File: src/hdl/sbst_pkg.sv
// ----------------------------------------------------------------------------
// sbst_pkg: shared types and constants for the segment/box slab test
// Holds the coordinate and parameter formats and the item structs.
// ----------------------------------------------------------------------------
package sbst_pkg;

    localparam int COORD_BITS  = 24;               // signed Q16.8 coordinates
    localparam int T_FRAC_BITS = 16;               // fraction bits of t
    localparam int DIFF_BITS   = COORD_BITS + 1;   // exact coordinate difference
    localparam int QUO_BITS    = T_FRAC_BITS + 2;  // quotient bits below 4.0
    localparam int T_BITS      = T_FRAC_BITS + 3;  // signed t in [-2.0, +2.0]
    localparam int TOUT_BITS   = T_FRAC_BITS + 1;  // unsigned t in [0, 1.0]
    localparam int DIV_LAT     = QUO_BITS + 3;     // divider register count

    typedef logic signed [COORD_BITS-1:0] t_coord;
    typedef logic signed [DIFF_BITS-1:0]  t_diff;
    typedef logic signed [T_BITS-1:0]     t_tval;

    localparam t_tval T_ONE = T_BITS'(1 << T_FRAC_BITS);
    localparam t_tval T_SAT = T_BITS'(2 << T_FRAC_BITS);

    typedef struct packed {
        t_coord start_x;
        t_coord start_y;
        t_coord start_z;
        t_coord end_x;
        t_coord end_y;
        t_coord end_z;
        t_coord box_lo_x;
        t_coord box_lo_y;
        t_coord box_lo_z;
        t_coord box_hi_x;
        t_coord box_hi_y;
        t_coord box_hi_z;
    } t_in_item;

    typedef struct packed {
        logic                 hit;
        logic [TOUT_BITS-1:0] t_enter;
        logic [TOUT_BITS-1:0] t_exit;
    } t_out_item;

endpackage

File: src/hdl/sbst_div.sv
// ----------------------------------------------------------------------------
// sbst_div: pipelined slab crossing divider
// Computes (num << T_FRAC_BITS) / den truncated toward zero, saturated to
// +-2.0, one quotient bit per stage, one item per cycle.
// ----------------------------------------------------------------------------
module sbst_div (
    input  logic           i_clk,
    input  sbst_pkg::t_diff i_num,
    input  sbst_pkg::t_diff i_den,
    output sbst_pkg::t_tval o_quo
);
    import sbst_pkg::*;

    localparam int MAG = DIFF_BITS;
    localparam int RW  = MAG + T_FRAC_BITS;
    localparam int DW  = MAG + QUO_BITS;

    logic [MAG-1:0]      r_an;
    logic [MAG-1:0]      r_ad0;
    logic                r_neg0;

    logic [RW-1:0]       r_rem [QUO_BITS+1];
    logic [MAG-1:0]      r_ad  [QUO_BITS+1];
    logic [QUO_BITS-1:0] r_quo [QUO_BITS+1];
    logic                r_neg [QUO_BITS+1];
    logic                r_ovf [QUO_BITS+1];

    t_tval               r_out;

    // take magnitudes and the result sign
    always_ff @(posedge i_clk) begin
        r_an   <= i_num[MAG-1] ? MAG'(-i_num) : MAG'(i_num);
        r_ad0  <= i_den[MAG-1] ? MAG'(-i_den) : MAG'(i_den);
        r_neg0 <= i_num[MAG-1] ^ i_den[MAG-1];
    end

    // scale the dividend, flag quotients of 4.0 and above, then run one
    // restoring step per stage, most significant quotient bit first
    always_ff @(posedge i_clk) begin
        logic [DW-1:0]       v_sh;
        logic [DW-1:0]       v_rem;
        logic [QUO_BITS-1:0] v_q;
        r_rem[0] <= {r_an, {T_FRAC_BITS{1'b0}}};
        r_ad[0]  <= r_ad0;
        r_quo[0] <= '0;
        r_neg[0] <= r_neg0;
        r_ovf[0] <= {2'b00, r_an} >= {r_ad0, 2'b00};
        for (int k = 0; k < QUO_BITS; k++) begin
            v_sh  = DW'(r_ad[k]) << (QUO_BITS - 1 - k);
            v_rem = DW'(r_rem[k]);
            v_q   = r_quo[k];
            if (v_rem >= v_sh) begin
                v_rem = v_rem - v_sh;
                v_q[QUO_BITS-1-k] = 1'b1;
            end
            r_rem[k+1] <= RW'(v_rem);
            r_quo[k+1] <= v_q;
            r_ad[k+1]  <= r_ad[k];
            r_neg[k+1] <= r_neg[k];
            r_ovf[k+1] <= r_ovf[k];
        end
    end

    // saturate to 2.0 and apply the sign
    always_ff @(posedge i_clk) begin
        logic [QUO_BITS-1:0] v_mag;
        logic                v_sat;
        v_sat = r_ovf[QUO_BITS] |
                (r_quo[QUO_BITS][QUO_BITS-1] & (|r_quo[QUO_BITS][QUO_BITS-2:0]));
        v_mag = v_sat ? QUO_BITS'(T_SAT) : r_quo[QUO_BITS];
        r_out <= r_neg[QUO_BITS] ? -T_BITS'(v_mag) : T_BITS'(v_mag);
    end

    assign o_quo = r_out;

endmodule

File: config.mk
export PLATFORM = sky130hd
export DESIGN_NAME = sbst_div
export DESIGN_NICKNAME = d
export VERILOG_FILES = /design/src/hdl/sbst_pkg.sv /design/src/hdl/sbst_div.sv
export SDC_FILE = /design/constraint.sdc
export NUM_CORES = 2
export LEC_CHECK = 0
export CAP_MARGIN = 20
export CORE_ASPECT_RATIO = 0.9
export CORE_MARGIN = 10
export CORE_UTILIZATION = 47
export CTS_CLUSTER_DIAMETER = 200
export DETAILED_ROUTE_END_ITERATION = 16
export DONT_BUFFER_PORTS = 1
export PLACE_DENSITY_LB_ADDON = 0.08
export SYNTH_ARGS = -nofsm -noshare
export SYNTH_HDL_FRONTEND = slang
export SYNTH_SLANG_ARGS = --single-unit
File: constraint.sdc
create_clock -name i_clk -period 3.39 [get_ports i_clk]
set_input_delay 0.5085 -clock i_clk [delete_from_list [all_inputs] [get_ports i_clk]]
set_output_delay 0.5085 -clock i_clk [all_outputs]
set_load 0.1 [all_outputs]
Word level (Yosys, flattened, before mapping)
Memory sizes are Yosys's and may differ from the RTL's.
Cells that the tools add are included.
{"block": "classes", "n_reduce_logical": 1, "n_mux": 40, "n_lt_le_gt_ge": 19, "bitwise": 3, "addsub": 21}
{"cell": "$mux W41", "n": 18}
{"cell": "$sub A41 B41 Y41", "n": 2}
{"cell": "$neg A25 Y25", "n": 2}
{"cell": "$mux W24", "n": 2}
{"cell": "$ge A41 B42 Y1", "n": 1}
{"cell": "$ge A41 B25 Y1", "n": 1}
{"cell": "$ge A41 B26 Y1", "n": 1}
{"cell": "$ge A41 B27 Y1", "n": 1}
{"cell": "$ge A41 B28 Y1", "n": 1}
{"cell": "$ge A41 B29 Y1", "n": 1}
{"cell": "$ge A41 B30 Y1", "n": 1}
{"cell": "$ge A41 B31 Y1", "n": 1}
{"cell": "$ge A41 B32 Y1", "n": 1}
{"cell": "$ge A41 B33 Y1", "n": 1}
{"cell": "$ge A41 B34 Y1", "n": 1}
{"cell": "$ge A41 B35 Y1", "n": 1}
{"cell": "$ge A41 B36 Y1", "n": 1}
{"cell": "$ge A41 B37 Y1", "n": 1}
{"cell": "$ge A41 B38 Y1", "n": 1}
{"cell": "$ge A41 B39 Y1", "n": 1}
{"cell": "$ge A41 B40 Y1", "n": 1}
{"cell": "$ge A41 B41 Y1", "n": 1}
{"cell": "$sub A41 B25 Y41", "n": 1}
{"cell": "$sub A41 B26 Y41", "n": 1}
{"cell": "other kinds (22)", "n": 40}
{"block": "totals", "mem_count": 5, "register_bits": 70, "input_bits": 51, "ramBits": 1634}
{"memory": "r_rem", "depth": 19, "width": 41, "rd": 18, "rd_ports_with_merged_regs": 0, "write_ports": 19, "line": "sbst_div.sv:22", "source": "logic [RW-1:0] r_rem [QUO_BITS+1];"}
{"memory": "r_ad", "depth": 19, "width": 25, "rd": 18, "rd_ports_with_merged_regs": 0, "write_ports": 19, "line": "sbst_div.sv:23", "source": "logic [MAG-1:0] r_ad [QUO_BITS+1];"}
{"memory": "r_quo", "depth": 19, "width": 18, "rd": 19, "rd_ports_with_merged_regs": 0, "write_ports": 19, "line": "sbst_div.sv:24", "source": "logic [QUO_BITS-1:0] r_quo [QUO_BITS+1];"}
{"memory": "r_neg", "depth": 19, "width": 1, "rd": 19, "rd_ports_with_merged_regs": 0, "write_ports": 19, "line": "sbst_div.sv:25", "source": "logic r_neg [QUO_BITS+1];"}
{"memory": "r_ovf", "depth": 19, "width": 1, "rd": 19, "rd_ports_with_merged_regs": 0, "write_ports": 19, "line": "sbst_div.sv:26", "source": "logic r_ovf [QUO_BITS+1];"}

Longest topological paths before layout
{"block": "logic_depth", "depth_word": 6, "ltp_mapped": 15, "ltp_nobuf": 13}

Least setup slack after synthesis
Ideal clock, no wire load.
{"block": "synth_timing", "path_type": "reg-to-reg", "startpoint": "memory r_quo[18][3] (netlist name)", "endpoint": "register r_out[10], in the netlist o_quo[10]", "setup_ns": 0.126, "path_slack_ns": 0.129, "path_stages_with_launch": 14, "arrival_ns": 3.135, "required_time_ns": 3.264, "path_cell_list": "dfxtp_1 or4_4 or4b_4 or3_4 nor4_4 nand2_1 a21oi_2 buf_4 nand2_1 ha_1 inv_1 o21ai_0 a22oi_1 o21ai_0"}
{"item": "start: declaration", "line": "sbst_div.sv:24"}
{"item": "end signal: assignment", "line": "sbst_div.sv:71", "source": "r_out <= r_neg[QUO_BITS] ? -T_BITS'(v_mag) : T_BITS'(v_mag);"}
{"item": "end: declaration", "line": "sbst_div.sv:28", "source": "t_tval r_out;"}

==> flow_summary.json <==
{
  "drt_pass1_iterations": 6,
  "yosys.area_share.adder_pct": 10.8,
  "routedWlPerCell_um": 17.6,
  "total_power_mw": 71.9,
  "worstPathRequired_ns": 4.05,
  "yosysTopAreaCellShare_pct": 44.6,
  "placed_cells": 7976,
  "hp-class": "input port to register",
  "synth_top_family_by_area": "compound AO/OA/AOI/OAI gates",
  "hold_viol_final": 0,
  "synth_top_area_cell": "dfxtp_1",
  "final_core_util_pct": 54.6,
  "seq_area_frac_synth_pct": 44.6,
  "grt_first_pass_wirelength_um": 231000,
  "die_w_um": 391,
  "multi_input_area_um2": 29600,
  "p_clk_share_pct": 22.0,
  "coreArea_um2": 123000,
  "synth_edf_count": 0,
  "hpwl_um": 113000,
  "area_growth_pct": 15.4,
  "yosysWarnings": 0,
  "start_util_pct": 47.3,
  "layout_commonest_cell": "dfxtp_1",
  "crit_arrival_ns": 3.90,
  "synth-simple-area-share_pct": 13.3,
  "worst_pin_slew_ns": 1.09,
  "max_freq_ghz": 0.308,
  "endpoint_kind": "register",
  "clock_path_buffers": 3,
  "report.final.slew_viol_count": 0,
  "routed_via_density": 5.31,
  "ys_ff_latch": 1299,
  "pin_count": 70,
  "async_flop_share_pct": 0,
  "drtAntennaViolNets": 0,
  "drv_cap": 0,
  "hold_ws_ns": 0.0602,
  "cts_root_buffer": "clkbuf_16",
  "cts_inserted_buffers": 137,
  "die-area_um2": 138000,
  "period_share_pct": 95.8,
  "portBuffers": 0,
  "avgSynthCellArea_um2": 9.23,
  "cts_tree": "done",
  "share_seq_of_total_power_pct": 33.5,
  "synth.distinct_cells": 93,
  "crit_path_max_fanout": 9,
  "nets": 7120,
  "grt_max_degree": 50,
  "grt_usage_pct": 20.6,
  "fin_cells": 8302,
  "setup.worst_path.class": "register to register",
  "p_switching_mw": 27.7,
  "ir_drop_uv": 529,
  "nFillCells": 11122,
  "row_count": 122,
  "p_int_mw": 44.2,
  "muxShareOfSynthArea_pct": 2.03,
  "grt_pass1_vias": 42359,
  "period_needed_ns": 3.25,
  "netlist_area_um2": 58200,
  "gp_congestion": 0.880,
  "final_layout_size_suffix_gt1_share_pct": 9.54,
  "synthTopCellsByArea": "dfxtp_1 45%, ha_1 10%, xnor2_1 4.5%",
  "final_cell_mix": "1297 x dfxtp_1, 608 x inv_1, 520 x a21oi_1, 473 x ha_1, 456 x nand2_1",
  "cts.sinks": 1299,
  "clk_latency_ns": 0.79,
  "combPwrFrac_pct": 44.5,
  "overflow": 0,
  "synth-xor-area-share_pct": 7.58,
  "synth_nets": 6854,
  "leakage_nw": 30.2,
  "route.detailed.drc": 0,
  "switching_share_pct": 38.5,
  "clkTransAtPathRegs_ns": 0.06,
  "skew_ns": 0.0261,
  "first_iter_violations": 2891,
  "wl_um": 146000,
  "cp-start-kind": "register",
  "h-tree-depth": 4,
  "antenna_found_initial": 2,
  "fp.dieH_um": 354,
  "ys.flop_type": "dfxtp_1",
  "ff_latch_area_um2": 26000,
  "vias": 44107,
  "powerDensity_nw_per_um2": 1070,
  "setup_violations": 0,
  "synth_compound_area_share_pct": 16.7,
  "status": "completed",
  "netlist_instances": 6312,
  "relSlewSlack_pct": 27.6
}
power groups by stage:
stage                     logic [mW]  registers, mW  clock network, mW
after floorplan                 23.8           22.7                  0
after global placement          31.0           24.4                  0
after detailed placement        31.1           24.4                  0
after CTS                       31.5           24.1               16.3
after global routing            35.8           24.5               16.9
final                           32.0           24.1               15.8
through the flow:
stage	instance area, µm²	setup TNS (ns)	setup WS [ns]
global route	67200	-0.00684	-0.00622
detailed placement	61400	-0.0438	-0.0212
finish	67200	0	0.143
floorplan	58200	0	0.129
global placement	61400	0	0.0720
CTS	66900	0	0.0199
flip-flops by register name, indices dropped and copies added, names as in the netlist:
signal	flops
r_ad0	25
r_quo	171
r_rem	570
r_neg0	1
o_quo	19
r_ad	450
r_neg	19
r_ovf	19
r_an	25
per-layer routing:
metal	wire, µm	GRT usage (%)	up-vias
met5	0	0	-
met4	3050	5.62	0
li1	-	-	22468
met1	70500	28.6	20465
met2	65200	32.9	970
met3	7340	3.15	204
worst max-delay path, stage by stage (launching register included):
cell and delay [ns]:
dfxtp_1 0.34, inv_1 0.05, ha_1 0.39, o21a_1 0.20, o31a_1 0.12, o31a_1 0.32, o311a_1 0.42, nor4b_2 0.28
buf_4 0.17, o31ai_2 0.09, a21oi_4 0.23, buf_12 0.16, mux2_2 0.34
logic make-up (layout without fill, tap and decap cells):
logic type,after synthesis,after routing
adder cells (fa/ha/maj),491,491
flip-flops,1299,1299
AO/OA/AOI/OAI,1577,1577
multiplexers,105,105
XOR/XNOR,504,504
buffers and inverters,750,1125
other,0,3
AND/OR/NAND/NOR,1586,1586
cells in the mapped netlist (all sizes together) (59+ instances only):
| master | number |
|---|---|
| o21a | 80 |
| nor2 | 422 |
| xnor2 | 301 |
| clkbuf | 105 |
| nand4 | 88 |
| mux2 | 102 |
| nor3 | 99 |
| nand2b | 59 |
| nand3 | 108 |
| nor2b | 65 |
| ha | 474 |
| nand2 | 456 |
| inv | 612 |
| a21o | 182 |
| o21ai | 395 |
| a21oi | 525 |
| xor2 | 203 |
| dfxtp | 1299 |
| o31ai | 60 |
what timing repair did:
action,CTS,global route
gates cloned,0,3
gates resized for setup,2,51
endpoints found under the hold margin,51,0
setup buffers,0,6
pin swaps,0,12
setup endpoints to repair,11,124
hold buffers,66,0
final timing paths:
path	startpoint	endpoint	slack [ns]	cells past startpoint
worst max-delay path	r_ad[2][3]	r_rem[3][19]	0.14	12
worst max register to register	r_ad[2][3]	r_rem[3][19]	0.14	12
worst min register to register	r_quo[11][10]	r_quo[12][10]	0.32	0
worst min-delay path	i_den[19]	r_ad0[23]	0.06	3
cell type report:
class / instances / share of cell area (%)
inverter: 612 / 3.42
multi-input combinational: 4263 / 44.1
antenna: 3 / 0.0112
clock inverter: 65 / 1.52
timing repair buffer: 265 / 3.59
sequential: 1299 / 38.7
clock buffer: 183 / 5.68
tap: 1612 / 3.00
Power figures use the tool's default switching activity.
